`config.mk`:
```
export PLATFORM = sky130hd
export DESIGN_NAME = json_string_unescape_utf8_unit
export DESIGN_NICKNAME = d
export VERILOG_FILES = /design/src/sv/jsu_pkg.sv /design/src/sv/json_string_unescape_utf8_unit.sv /design/src/sv/jsu_front.sv /design/src/sv/jsu_queue.sv /design/src/sv/jsu_back.sv
export SDC_FILE = /design/constraint.sdc
export NUM_CORES = 1
export LEC_CHECK = 0
export ABC_AREA = 0
export CAP_MARGIN = 20
export CELL_PAD_IN_SITES_DETAIL_PLACEMENT = 0
export CELL_PAD_IN_SITES_GLOBAL_PLACEMENT = 1
export CORE_MARGIN = 2
export CORE_UTILIZATION = 53
export DETAILED_ROUTE_END_ITERATION = 12
export DONT_BUFFER_PORTS = 1
export HOLD_SLACK_MARGIN = 0.1
export PLACE_DENSITY_LB_ADDON = 0.1
export SYNTH_ARGS = -nofsm -noshare
export SYNTH_HDL_FRONTEND = slang
export SYNTH_SLANG_ARGS = --single-unit
```
`constraint.sdc`:
```
create_clock -name clk -period 4.3 [get_ports clk]
set_input_delay 0 -clock clk [delete_from_list [all_inputs] [get_ports clk]]
set_output_delay 0 -clock clk [all_outputs]
set_load 0.005 [all_outputs]
```
`src/sv/jsu_pkg.sv`:
```
// Types and constants shared by the JSON string unescape unit.
`timescale 1ns / 1ps

package jsu_pkg;

  localparam int QUEUE_DEPTH = 4;
  localparam int IDX_W       = 2;

  localparam logic [1:0] ST_BUSY = 2'd0;
  localparam logic [1:0] ST_DONE = 2'd1;
  localparam logic [1:0] ST_ERR  = 2'd2;

  localparam logic [3:0] E_NO_QUOTE  = 4'd0;
  localparam logic [3:0] E_CONTROL   = 4'd1;
  localparam logic [3:0] E_END_ESC   = 4'd2;
  localparam logic [3:0] E_BAD_ESC   = 4'd3;
  localparam logic [3:0] E_BAD_HEX   = 4'd4;
  localparam logic [3:0] E_NO_LOW    = 4'd5;
  localparam logic [3:0] E_BAD_LOW   = 4'd6;
  localparam logic [3:0] E_BAD_CP    = 4'd7;
  localparam logic [3:0] E_UNTERM    = 4'd8;

  typedef struct packed {
    logic [7:0] in_byte;
    logic       end_of_input;
  } in_t;

  typedef struct packed {
    logic [7:0] data_byte;
    logic       has_data;
    logic [1:0] status;
    logic [3:0] error_code;
    logic       error_class;
    logic       last;
  } out_t;

  // One queued action: a single direct result or a code point to expand.
  typedef struct packed {
    logic        is_cp;
    logic        has_data;
    logic [1:0]  status;
    logic [3:0]  code;
    logic [20:0] val;
  } cmd_t;

endpackage

```
`src/sv/json_string_unescape_utf8_unit.sv`:
```
// Top level: JSON string literal unescaper with UTF-8 output.
// Accepts one input beat per cycle while the action queue has room.
// An accepted input beat's action is written into the queue, then loaded into the output register.
// Each beat makes one result, a \u escape up to four; the output register
// sends one result beat per cycle while out_ready is high, the queue absorbs multi-byte bursts.
// Synchronous active-low reset clears parser state, queue and output valid.
`timescale 1ns / 1ps

module json_string_unescape_utf8_unit #(
  parameter int QDEPTH = jsu_pkg::QUEUE_DEPTH
) (
  input  logic          clk,
  input  logic          rst_n,
  input  logic          in_valid,
  output logic          in_ready,
  input  jsu_pkg::in_t  in_data,
  output logic          out_valid,
  input  logic          out_ready,
  output jsu_pkg::out_t out_data
);

  logic          push, q_full, pop, head_valid;
  jsu_pkg::cmd_t push_cmd, head_cmd;

  jsu_front u_front (
    .clk      (clk),
    .rst_n    (rst_n),
    .in_valid (in_valid),
    .in_ready (in_ready),
    .in_data  (in_data),
    .push     (push),
    .push_cmd (push_cmd),
    .q_full   (q_full)
  );

  jsu_queue #(.DEPTH(QDEPTH)) u_queue (
    .clk        (clk),
    .rst_n      (rst_n),
    .push       (push),
    .push_cmd   (push_cmd),
    .full       (q_full),
    .pop        (pop),
    .head_valid (head_valid),
    .head_cmd   (head_cmd)
  );

  jsu_back u_back (
    .clk        (clk),
    .rst_n      (rst_n),
    .head_valid (head_valid),
    .head_cmd   (head_cmd),
    .pop        (pop),
    .out_valid  (out_valid),
    .out_ready  (out_ready),
    .out_data   (out_data)
  );

endmodule

```
`src/sv/jsu_front.sv`:
```
// Front end: parses input bytes and queues result actions.
`timescale 1ns / 1ps

module jsu_front (
  input  logic          clk,
  input  logic          rst_n,
  input  logic          in_valid,
  output logic          in_ready,
  input  jsu_pkg::in_t  in_data,
  output logic          push,
  output jsu_pkg::cmd_t push_cmd,
  input  logic          q_full
);

  localparam logic [2:0] PH_IDLE    = 3'd0;
  localparam logic [2:0] PH_STR     = 3'd1;
  localparam logic [2:0] PH_ESC     = 3'd2;
  localparam logic [2:0] PH_HEX     = 3'd3;
  localparam logic [2:0] PH_LOW_BSL = 3'd4;
  localparam logic [2:0] PH_LOW_U   = 3'd5;
  localparam logic [2:0] PH_LOW_HEX = 3'd6;

  logic [2:0]  phase_r, phase_nxt;
  logic [15:0] hex_r, hex_nxt;
  logic [1:0]  cnt_r, cnt_nxt;
  logic [9:0]  hi_r, hi_nxt;

  logic [7:0]  c;
  logic        eoi;
  logic        hv;
  logic [3:0]  hd;
  logic [15:0] hex_sh;
  logic        do_fail;
  logic [3:0]  fcode;
  jsu_pkg::cmd_t ent;

  function automatic logic [4:0] hex_dec(input logic [7:0] b);
    logic [4:0] r;
    r = 5'd0;
    if (b >= 8'h30 && b <= 8'h39) r = {1'b1, 4'(b - 8'h30)};
    else if (b >= 8'h61 && b <= 8'h66) r = {1'b1, 4'(b - 8'h57)};
    else if (b >= 8'h41 && b <= 8'h46) r = {1'b1, 4'(b - 8'h37)};
    return r;
  endfunction

  assign c        = in_data.in_byte;
  assign eoi      = in_data.end_of_input;
  assign {hv, hd} = hex_dec(c);
  assign hex_sh   = {hex_r[11:0], hd};
  assign in_ready = !q_full;
  assign push     = in_valid && in_ready;

  always_comb begin
    phase_nxt = phase_r;
    hex_nxt   = hex_r;
    cnt_nxt   = cnt_r;
    hi_nxt    = hi_r;
    do_fail   = 1'b0;
    fcode     = jsu_pkg::E_NO_QUOTE;
    ent       = '0;
    unique case (phase_r)
      PH_STR: begin
        if (eoi) begin
          do_fail = 1'b1; fcode = jsu_pkg::E_UNTERM;
        end else if (c == 8'h22) begin
          phase_nxt  = PH_IDLE;
          ent.status = jsu_pkg::ST_DONE;
        end else if (c < 8'h20) begin
          do_fail = 1'b1; fcode = jsu_pkg::E_CONTROL;
        end else if (c == 8'h5C) begin
          phase_nxt = PH_ESC;
        end else begin
          ent.has_data = 1'b1;
          ent.val      = {13'd0, c};
        end
      end
      PH_ESC: begin
        if (eoi) begin
          do_fail = 1'b1; fcode = jsu_pkg::E_END_ESC;
        end else begin
          phase_nxt    = PH_STR;
          ent.has_data = 1'b1;
          case (c)
            8'h22: ent.val = 21'h22;
            8'h5C: ent.val = 21'h5C;
            8'h2F: ent.val = 21'h2F;
            8'h62: ent.val = 21'h08;
            8'h66: ent.val = 21'h0C;
            8'h6E: ent.val = 21'h0A;
            8'h72: ent.val = 21'h0D;
            8'h74: ent.val = 21'h09;
            8'h75: begin
              ent.has_data = 1'b0;
              phase_nxt    = PH_HEX;
              hex_nxt      = '0;
              cnt_nxt      = '0;
            end
            default: begin
              ent.has_data = 1'b0;
              do_fail = 1'b1; fcode = jsu_pkg::E_BAD_ESC;
            end
          endcase
        end
      end
      PH_HEX: begin
        if (eoi || !hv) begin
          do_fail = 1'b1; fcode = jsu_pkg::E_BAD_HEX;
        end else begin
          hex_nxt = hex_sh;
          if (cnt_r != 2'd3) begin
            cnt_nxt = cnt_r + 2'd1;
          end else begin
            cnt_nxt = '0;
            if (hex_sh >= 16'hD800 && hex_sh <= 16'hDBFF) begin
              hi_nxt    = hex_sh[9:0];
              phase_nxt = PH_LOW_BSL;
            end else if (hex_sh == 16'd0 || (hex_sh >= 16'hDC00 && hex_sh <= 16'hDFFF)) begin
              do_fail = 1'b1; fcode = jsu_pkg::E_BAD_CP;
            end else begin
              ent.is_cp = 1'b1;
              ent.val   = {5'd0, hex_sh};
              phase_nxt = PH_STR;
            end
          end
        end
      end
      PH_LOW_BSL: begin
        if (eoi || c != 8'h5C) begin
          do_fail = 1'b1; fcode = jsu_pkg::E_NO_LOW;
        end else begin
          phase_nxt = PH_LOW_U;
        end
      end
      PH_LOW_U: begin
        if (eoi || c != 8'h75) begin
          do_fail = 1'b1; fcode = jsu_pkg::E_NO_LOW;
        end else begin
          phase_nxt = PH_LOW_HEX;
          hex_nxt   = '0;
          cnt_nxt   = '0;
        end
      end
      PH_LOW_HEX: begin
        if (eoi) begin
          do_fail = 1'b1; fcode = jsu_pkg::E_NO_LOW;
        end else if (!hv) begin
          do_fail = 1'b1; fcode = jsu_pkg::E_BAD_LOW;
        end else begin
          hex_nxt = hex_sh;
          if (cnt_r != 2'd3) begin
            cnt_nxt = cnt_r + 2'd1;
          end else begin
            cnt_nxt = '0;
            if (hex_sh < 16'hDC00 || hex_sh > 16'hDFFF) begin
              do_fail = 1'b1; fcode = jsu_pkg::E_BAD_LOW;
            end else begin
              ent.is_cp = 1'b1;
              ent.val   = 21'h10000 + {1'b0, hi_r, hex_sh[9:0]};
              phase_nxt = PH_STR;
            end
          end
        end
      end
      default: begin
        if (eoi || c != 8'h22) begin
          do_fail = 1'b1; fcode = jsu_pkg::E_NO_QUOTE;
        end else begin
          phase_nxt = PH_STR;
          hex_nxt   = '0;
          cnt_nxt   = '0;
          hi_nxt    = '0;
        end
      end
    endcase
    if (do_fail) begin
      ent        = '0;
      ent.status = jsu_pkg::ST_ERR;
      ent.code   = fcode;
      phase_nxt  = PH_IDLE;
      hex_nxt    = '0;
      cnt_nxt    = '0;
      hi_nxt     = '0;
    end
  end

  assign push_cmd = ent;

  always_ff @(posedge clk) begin
    if (!rst_n) begin
      phase_r <= PH_IDLE;
      hex_r   <= '0;
      cnt_r   <= '0;
      hi_r    <= '0;
    end else if (push) begin
      phase_r <= phase_nxt;
      hex_r   <= hex_nxt;
      cnt_r   <= cnt_nxt;
      hi_r    <= hi_nxt;
    end
  end

endmodule

```
`src/sv/jsu_queue.sv`:
```
// Short register queue of result actions between front and back.
`timescale 1ns / 1ps

module jsu_queue #(
  parameter int DEPTH = jsu_pkg::QUEUE_DEPTH
) (
  input  logic          clk,
  input  logic          rst_n,
  input  logic          push,
  input  jsu_pkg::cmd_t push_cmd,
  output logic          full,
  input  logic          pop,
  output logic          head_valid,
  output jsu_pkg::cmd_t head_cmd
);

  localparam int AW = (DEPTH > 1) ? $clog2(DEPTH) : 1;
  localparam int CW = $clog2(DEPTH + 1);

  jsu_pkg::cmd_t    slots_r [DEPTH];
  logic [AW-1:0]    wr_ptr_r, rd_ptr_r;
  logic [CW-1:0]    count_r;

  assign full       = (count_r == CW'(DEPTH));
  assign head_valid = (count_r != '0);
  assign head_cmd   = slots_r[rd_ptr_r];

  always_ff @(posedge clk) begin
    if (push) slots_r[wr_ptr_r] <= push_cmd;
  end

  always_ff @(posedge clk) begin
    if (!rst_n) begin
      wr_ptr_r <= '0;
      rd_ptr_r <= '0;
      count_r  <= '0;
    end else begin
      if (push) wr_ptr_r <= (wr_ptr_r == AW'(DEPTH - 1)) ? '0 : wr_ptr_r + AW'(1);
      if (pop)  rd_ptr_r <= (rd_ptr_r == AW'(DEPTH - 1)) ? '0 : rd_ptr_r + AW'(1);
      if (push && !pop)      count_r <= count_r + CW'(1);
      else if (pop && !push) count_r <= count_r - CW'(1);
    end
  end

endmodule

```
`src/sv/jsu_back.sv`:
```
// Back end: expands queued actions into result beats, UTF-8 encoding code points.
`timescale 1ns / 1ps

module jsu_back (
  input  logic          clk,
  input  logic          rst_n,
  input  logic          head_valid,
  input  jsu_pkg::cmd_t head_cmd,
  output logic          pop,
  output logic          out_valid,
  input  logic          out_ready,
  output jsu_pkg::out_t out_data
);

  logic [jsu_pkg::IDX_W-1:0] idx_r, idx_nxt;
  logic [jsu_pkg::IDX_W-1:0] nm1;
  logic                      out_valid_r;
  jsu_pkg::out_t             out_r, beat;
  logic                      load, is_last;
  logic [20:0]               cp;
  logic [7:0]                ub;

  assign cp = head_cmd.val;

  always_comb begin
    if (cp <= 21'h7F)        nm1 = 2'd0;
    else if (cp <= 21'h7FF)  nm1 = 2'd1;
    else if (cp <= 21'hFFFF) nm1 = 2'd2;
    else                     nm1 = 2'd3;
  end

  always_comb begin
    ub = 8'h80 | {2'b00, cp[5:0]};
    case (nm1)
      2'd0: ub = cp[7:0];
      2'd1: if (idx_r == 2'd0) ub = 8'hC0 | {3'b000, cp[10:6]};
      2'd2: begin
        if (idx_r == 2'd0)      ub = 8'hE0 | {4'h0, cp[15:12]};
        else if (idx_r == 2'd1) ub = 8'h80 | {2'b00, cp[11:6]};
      end
      default: begin
        if (idx_r == 2'd0)      ub = 8'hF0 | {5'd0, cp[20:18]};
        else if (idx_r == 2'd1) ub = 8'h80 | {2'b00, cp[17:12]};
        else if (idx_r == 2'd2) ub = 8'h80 | {2'b00, cp[11:6]};
      end
    endcase
  end

  assign is_last = !head_cmd.is_cp || (idx_r == nm1);
  assign load    = head_valid && (!out_valid_r || out_ready);
  assign pop     = load && is_last;

  always_comb begin
    beat.data_byte   = head_cmd.is_cp ? ub : cp[7:0];
    beat.has_data    = head_cmd.is_cp || head_cmd.has_data;
    beat.status      = head_cmd.status;
    beat.error_code  = head_cmd.code;
    beat.error_class = (head_cmd.status == jsu_pkg::ST_ERR) &&
                       (head_cmd.code == jsu_pkg::E_NO_LOW ||
                        head_cmd.code == jsu_pkg::E_BAD_LOW ||
                        head_cmd.code == jsu_pkg::E_BAD_CP);
    beat.last        = is_last;
    if (pop)       idx_nxt = '0;
    else if (load) idx_nxt = idx_r + 2'd1;
    else           idx_nxt = idx_r;
  end

  always_ff @(posedge clk) begin
    if (!rst_n) begin
      out_valid_r <= 1'b0;
      idx_r       <= '0;
    end else begin
      idx_r <= idx_nxt;
      if (load)           out_valid_r <= 1'b1;
      else if (out_ready) out_valid_r <= 1'b0;
    end
  end

  always_ff @(posedge clk) begin
    if (load) out_r <= beat;
  end

  assign out_valid = out_valid_r;
  assign out_data  = out_r;

endmodule

```
==> results of run 1 <==
[sequential cells by signal, indices dropped and copies added, names as in the netlist, named ones only]
register and flops:
u_front.cnt_r 2, u_front.phase_r 3, u_queue.wr_ptr_r 2, u_back.idx_r 2, u_queue.count_r 3, u_front.hex_r 12
u_front.hi_r 10, u_queue.slots_r 116, u_back.out_data 17, u_queue.rd_ptr_r 2, u_back.out_valid 1
[cells by family (layout without fill, tap and decap cells)]
family          count (synthesis)  in the layout  synth area share [%]
xor+xnor                        5              5                 0.507
simple gates                  248            248                  14.9
flops                         172            172                  55.2
mux                            62             62                  11.2
fa+ha+maj                      21             21                  3.13
buf+inv                        63             83                  4.15
other cells                     0              1                     0
compound gates                134            134                  10.8
[cells in the final DEF, fill, tap and decap left out, drive strengths merged, types with 4 or more instances in the layout]
| master | count |
|---|---|
| buf | 14 |
| nor4 | 8 |
| o21ai | 35 |
| mux4 | 28 |
| mux2i | 33 |
| nand2 | 75 |
| inv | 29 |
| a211oi | 4 |
| nand2b | 10 |
| a22oi | 4 |
| clkbuf | 21 |
| nor3 | 21 |
| nor2 | 44 |
| and3 | 6 |
| or3 | 7 |
| nand4 | 17 |
| dlygate4sd3 | 15 |
| edfxtp | 133 |
| nand3 | 23 |
| o221ai | 4 |
| o31ai | 5 |
| ha | 20 |
| or2 | 4 |
| dfxtp | 39 |
| o211ai | 4 |
| and2 | 9 |
| a21oi | 25 |
| a22o | 11 |
| a21boi | 7 |
| nor2b | 8 |
[through the flow]
stage	setup slack [ns]	hold slack, ns	util [%]	instance area [um2]
finish	0.485	0.114	59.8	9500
global route	0.214	0.135	59.8	9500
CTS	0.287	0.100	59.8	9500
detailed placement	0.340	0.146	55.1	8750
global placement	0.498	0.138	55.1	8750
floorplan	0.778	0.187	-	8640
[how the worst max path moves through the flow]
| stage | from | endpoint |
|---|---|---|
| 5_1_grt | flip-flop | u_queue.count_r[0] |
| 6_report | flip-flop | u_queue.count_r[0] |
| 4_1_cts | flip-flop | u_queue.count_r[0] |
| 3_3_place_gp | flip-flop | u_queue.count_r[2] |
| 2_1_floorplan | flip-flop | u_queue.count_r[2] |
| 3_5_place_dp | flip-flop | u_queue.count_r[2] |
[per-layer routing]
layer	global-route usage, %	part of all wire [%]	routed length (um)
met2	37.3	48	9370
met4	7.25	1.8	352
met1	32.1	45	8640
met3	5.17	5.1	993
met5	0	0	0
[critical path, delay by kind of cell, from the launching register on]
family                     cells  cell delay (ns)
AOI/OAI and AO/OA              2             0.44
xor gates and xnor gates       1             0.14
adders and majority gates      1             0.38
buffers and inverters          3             0.97
DFF                            1             0.69
muxes                          1             0.37
and+or+nand+nor                4             0.69
[cell type report]
cell class / instances / area share [%]
Antenna cell: 1 / 0.0263
Clock buffer: 21 / 4.96
Clock inverter: 11 / 1.07
Inverter: 22 / 0.869
Multi-Input combinational cell: 470 / 37.0
Sequential cell: 172 / 50.3
Tap cell: 216 / 2.84
Timing Repair Buffer: 29 / 2.90
[cell usage after synthesis, drive strengths merged (8+ instances only)]
cell type  number  area share [%]
a21oi          25             1.5
nand2b         10            0.75
ha             20             2.9
o21ai          35             2.0
edfxtp        133              46
nor2           44             1.9
nor3           21             1.3
a22o           11             1.1
nand3          23             1.3
inv            22            0.96
mux4           28             7.3
buf            15             1.3
nor4            8            0.83
dfxtp          39             9.0
mux2i          33             3.8
nand4          17             1.2
nand2          75             3.3
clkbuf         24             1.7
nor2b           8            0.58
and2            9            0.68
[power breakdown]
group	total [uW]	internal, uW	leakage, uW	switching [uW]
combinational	1250	539	0.00134	716
clock	1490	854	0.000290	640
sequential	2220	2060	0.00161	157
total	4970	3450	0.00324	1510
[repair_timing]
| action | CTS | global route |
|---|---|---|
| hold buffers | 16 | 0 |
| buffers inserted | 0 | 0 |
| endpoints found under the hold margin | 101 | 0 |
| setup endpoints to repair | 0 | 1 |
| gates resized for setup | 0 | 1 |
==> metrics.txt, run 1 <==
GRT Util Overall 23.3%; DR WL/cell 20.6 um; syn_nets 739; max-slew violation count 0; Slew headroom 32.5%; Post-Route WL 19400 um; Critical Path, Cell by Cell buf_4, mux4_2, nor3_1, nand2_1, nor2_1, inv_1, o31ai_1, o21ai_1, ha_1, xnor2_1, and2_1, dlygate4sd3_1; r2r worst-path depth 12; RSZ-0062 raised after global routing no; Final Skew 0.00839 ns; DRC Markers 0; pwr dens 523 mW/mm2; post-DR vias/cell 6.20; Synth Cell Area 0.00864 mm2; slowest stage cell, crit path dfxtp_1; via count 5842; Max Clk Rate 262 MHz; Routed Antenna Nets 0; Non-Filler Instances 942; clk sinks 172; core box area 0.0159 mm2; filler instances 1289; HPWL after DPL 13200 um; max cap viols 0; clock slew at reported path FFs 0.07 ns; worst reg2reg setup slack 0.48 ns; syn_area_per_cell 12.3 um2; gpl congestion 0.867; Post-synth EDFFs 133; area of the multi-input gates 0.00352 mm2; Placed Cells 893; CP Max Fanout 12; GR Overflow Total 0; port buffer count 0; CTS max path bufs 2; Final setup viols 0; Chip Width 132 um; Die ar. 0.0173 mm2; CTS buffer count 17; Max rail drop VDD 0.342 mV; CP Data Arrival Time 4.13 ns; TritonRoute pass-1 iters 6; Reg area 0.00478 mm2; critical path endpoint category flip-flop; Root Driver clkbuf_16; Hold Path Sink u_front.hex_r[1]; max incr delay on CP 0.69 ns; Top FF cell, synth edfxtp_1; depth of the worst hold-timing path 4; Cells after Synth 705; Worst-Margin Slew 0.998 ns; Synth cell types 81; IO Pins 32; CP Class reg -> reg; first-pass GRT wire length 31300 um; minimum clock period after layout 3.82 ns; initial antenna violation count 1; FF+latch count, synth 172; critical path launch point type flip-flop; Final Power 4970 uW; Tcrit/Tclk final 88.7%; Yosys Warn Count 0; Reg-to-Reg End u_queue.count_r[0]; Hold Vio Cnt, Final 0; die height 132 um; Hold Startpoint in_data[2]; # rows 46; setup_tns 0 ns; area growth from synthesis to layout 9.91%; Worst Path Required 4.62 ns; Initial Util 54.4%; Async S/R FF share, synth 0%; number of global-route vias before repair 5642; largest net degree at the start of global routing 61; starting DRC count in detailed routing 503; status complete, no violations; layout cell share with drive strength beyond 1 13.9%; HP Class in -> reg; CTS tree done; CTS H-Tree Depth 4; Seq/Total Area, Yosys 55.2%; final net count 746; Worst-Skew Late Latency 0.43 ns; Static Leakage 0.00324 uW
Note: power is estimated with default switching activity, not from simulation.
==> inputs of run 2 (changes only) <==
--- a/config.mk
+++ b/config.mk
@@ -5,12 +5,12 @@
 export SDC_FILE = /design/constraint.sdc
 export NUM_CORES = 1
 export LEC_CHECK = 0
-export ABC_AREA = 0
+export ABC_AREA = 1
 export CAP_MARGIN = 20
 export CELL_PAD_IN_SITES_DETAIL_PLACEMENT = 0
 export CELL_PAD_IN_SITES_GLOBAL_PLACEMENT = 1
 export CORE_MARGIN = 2
-export CORE_UTILIZATION = 53
+export CORE_UTILIZATION = 49
 export DETAILED_ROUTE_END_ITERATION = 12
 export DONT_BUFFER_PORTS = 1
 export HOLD_SLACK_MARGIN = 0.1
==> metrics.txt, run 2 <==
worst reg2reg setup slack 0.81 ns (was 0.48 ns); DRC Markers 0 (unchanged); Synth cell types 49 (was 81); first-pass GRT wire length 33400 um (was 31300 um); Hold Startpoint in_data[4] (was in_data[2]); Global Route met1 Usage 30.8% (was 32.1%); Async S/R FF share, synth 0% (unchanged); most frequent cells in the layout 223 x nand2_1, 136 x nor2_1, 133 x edfxtp_1, 92 x inv_1, 60 x o21ai_0 (was 133 x edfxtp_1, 75 x nand2_1, 44 x nor2_1, 38 x dfxtp_1, 34 x o21ai_0); Yosys Warn Count 0 (unchanged); Commonest cells post-synth 223 x nand2_1, 140 x nor2_1, 133 x edfxtp_1 (was 133 x edfxtp_1, 75 x nand2_1, 44 x nor2_1); busiest grt layer met2 (unchanged); max reg flops 116 (unchanged); Hold Path Sink u_queue.slots_r[3][3] (was u_front.hex_r[1]); syn_area_per_cell 9.00 um2 (was 12.3 um2); xor/xnor cell area share of the yosys netlist 0.102% (was 0.507%); FF+latch count, synth 172 (unchanged); n_diodes 0 (was 1); biggest area consumer among synthesized cells edfxtp_1 (unchanged); most common cell after layout, fill and taps aside nand2_1 (was edfxtp_1); clock slew at reported path FFs 0.07 ns (about the same); r2r worst-path depth 14 (was 12); port buffer count 0 (unchanged); final net count 998 (was 746); complex-gate fraction of the synthesized area 11.5% (was 10.8%); Top reg by flops u_queue.slots_r (unchanged); Worst Path Required 4.46 ns (was 4.62 ns); Worst-Margin Slew 0.824 ns (was 0.998 ns); # rows 48 (was 46); via count 6684 (was 5842); top cell type's share of synthesized area 46.3% (was 46.2%); Max Clk Rate 286 MHz (was 262 MHz); CP Class reg -> reg (unchanged); Final setup viols 0 (unchanged); post-DR vias/cell 5.56 (was 6.20); Post-synth EDFFs 133 (unchanged); met2 Usage GRT 41.1% (was 37.3%); P_int 3780 uW (was 3450 uW); Reg-to-Reg End u_back.out_data[13] (was u_queue.count_r[0]); Psw 2670 uW (was 1510 uW); Tcrit/Tclk final 81.2% (was 88.7%); max cap viols 0 (unchanged); Worst-Skew Late Latency 0.43 ns (about the same); DR WL/cell 17.9 um (was 20.6 um); Final Skew 0.00935 ns (was 0.00839 ns); Routed Antenna Nets 0 (unchanged); sequential power share 37.5% (was 44.6%); mux cell area share after synthesis 0% (was 11.2%); gpl congestion 0.956 (was 0.867); Initial Util 50.0% (was 54.4%); Root Driver clkbuf_16 (unchanged); Synth Cell Area 0.00862 mm2 (was 0.00864 mm2); starting DRC count in detailed routing 538 (was 503); clock network fraction of total power 23.5% (was 30.1%); CP Data Arrival Time 3.66 ns (was 4.13 ns); largest net degree at the start of global routing 59 (was 61); HP Class in -> reg (unchanged); pwr dens 678 mW/mm2 (was 523 mW/mm2); layout cell share with drive strength beyond 1 8.19% (was 13.9%); RSZ-0062 raised after global routing no (unchanged); synth top area cells edfxtp_1 46%, nand2_1 9.7%, dfxtp_1 9.1%, nor2_1 6.1%, inv_1 4.0% (was edfxtp_1 46%, dfxtp_1 9.0%, mux4_2 7.3%, mux2i_1 3.8%, nand2_1 3.3%); Slew headroom 44.4% (was 32.5%); initial antenna violation count 0 (was 1); CTS H-Tree Depth 4 (unchanged); critical path launch point type flip-flop (unchanged); TritonRoute pass-1 iters 6 (unchanged); number of global-route vias before repair 6276 (was 5642); most common cell in the synthesized netlist nand2_1 (was edfxtp_1); GRT Util Overall 23.9% (was 23.3%); Max rail drop VDD 0.360 mV (was 0.342 mV); IO Pins 32 (unchanged); Post-Synth Simple-Gate Area 23.4% (was 14.9%); CP Max Fanout 24 (was 12); critical path endpoint category flip-flop (unchanged); core box area 0.0172 mm2 (was 0.0159 mm2); Die ar. 0.0187 mm2 (was 0.0173 mm2); CTS tree done (unchanged); Seq/Total Area, Yosys 55.4% (was 55.2%); max-slew violation count 0 (unchanged); status complete, no violations (unchanged); Top FF cell, synth edfxtp_1 (unchanged); Worst Hold Margin 0.134 ns (was 0.114 ns); Chip Width 137 um (was 132 um); CTS buffer count 17 (unchanged); Cells after Synth 958 (was 705); Post-Route WL 21600 um (was 19400 um); setup_tns 0 ns (unchanged); minimum clock period after layout 3.49 ns (was 3.82 ns); Hold Vio Cnt, Final 0 (unchanged); largest family of logic cells by synthesized area simple AND/OR/NAND/NOR gates (unchanged); syn_nets 992 (was 739); clk sinks 172 (unchanged); Sw Share 41.4% (was 30.5%); die height 137 um (was 132 um); area growth from synthesis to layout 10.4% (was 9.91%); GR Overflow Total 0 (unchanged); CTS max path bufs 2 (unchanged); setup bufs post-CTS 0 (unchanged); Final Power 6450 uW (was 4970 uW); met3 Usage GRT 3.67% (was 5.17%); depth of the worst hold-timing path 2 (was 4); adder-cell area share of the yosys netlist 3.14% (was 3.13%); Static Leakage 0.00374 uW (was 0.00324 uW); HPWL after DPL 15100 um (was 13200 um); power share of the combinational group 39.1% (was 25.3%)
==> run 2: changes by cell type after synthesis, moves of 26 or more <==
| cell | change |
|---|---|
| inv_1 | +70 |
| mux2i_1 | -33 |
| mux4_2 | -28 |
| nand2_1 | +148 |
| nand3_1 | +33 |
| nor2_1 | +96 |
| o21ai_0 | +26 |
==> run 2: kinds of logic (layout without fill, tap and decap cells) <==
family / after synthesis / after routing
AO/OA/AOI/OAI: 159 / 159
flip-flops: 172 / 172
adder cells (fa/ha/maj): 21 / 21
XOR/XNOR: 1 / 1
buffers and inverters: 133 / 152
AND/OR/NAND/NOR: 472 / 472
==> run 2: per-stage QoR <==
stage / area [um2] / worst slack (ns) / cells / utilization [%]
2_1_floorplan: 8620 / 1.37 / 958 / -
3_3_place_gp: 8820 / 0.888 / 1160 / 51.2
3_5_place_dp: 8820 / 0.857 / 1160 / 51.2
4_1_cts: 9510 / 0.819 / 1201 / 55.2
5_1_grt: 9510 / 0.488 / 1202 / 55.2
6_report: 9510 / 0.809 / 1202 / 55.2
==> run 2: worst max-delay path, cell delays in order (launching register included) <==
cell and delay [ns]:
dfxtp_2 0.32, inv_1 0.53, buf_4 0.30, o21ai_0 0.10, o22a_1 0.24, nand4_1 0.09, nand4_1 0.08, nand2_1 0.15
inv_1 0.09, ha_1 0.24, a21oi_1 0.22, a21boi_0 0.39, o22ai_1 0.15, o221ai_1 0.18, o21ai_0 0.12
==> run 2: power groups by stage <==
stage          clock network [uW]  registers, uW  logic, uW
3_3_place_gp                    0           2450       2440
5_1_grt                      1590           2450       2810
4_1_cts                      1530           2420       2510
6_report                     1510           2410       2520
2_1_floorplan                   0           2400       1850
3_5_place_dp                    0           2450       2480
==> run 2: cell type report <==
type	count	area [um2]
clock buffer	17	425
multi-input combinational	653	3300
inverter	98	368
sequential	172	4780
clock inverter	15	163
timing repair buffer	22	195
tap	225	282
fill	1529	7720
==> run 2: timing repair <==
action	4_1_cts	5_1_grt
endpoints found under the hold margin	67	0
resized for setup	0	0
hold buffers	9	0
==> run 2: how the worst max path moves through the flow <==
stage	cells after the start	from	slack [ns]	end
finish	14	flip-flop	0.81	u_back.out_data[13]
global route	14	flip-flop	0.49	u_back.out_data[13]
CTS	14	flip-flop	0.82	u_back.out_data[13]
detailed placement	14	flip-flop	0.86	u_back.out_data[13]
global placement	14	flip-flop	0.89	u_back.out_data[13]
floorplan	8	u_queue.count_r[0]	1.37	u_queue.count_r[1]
==> run 2: routing by layer <==
layer	vias to the layer above	part of all wire, %	wire, um
met5	-	0	0
met4	0	2.2	464
met3	33	4.4	944
met2	195	50	10700
met1	3176	44	9430
li1	3280	-	-
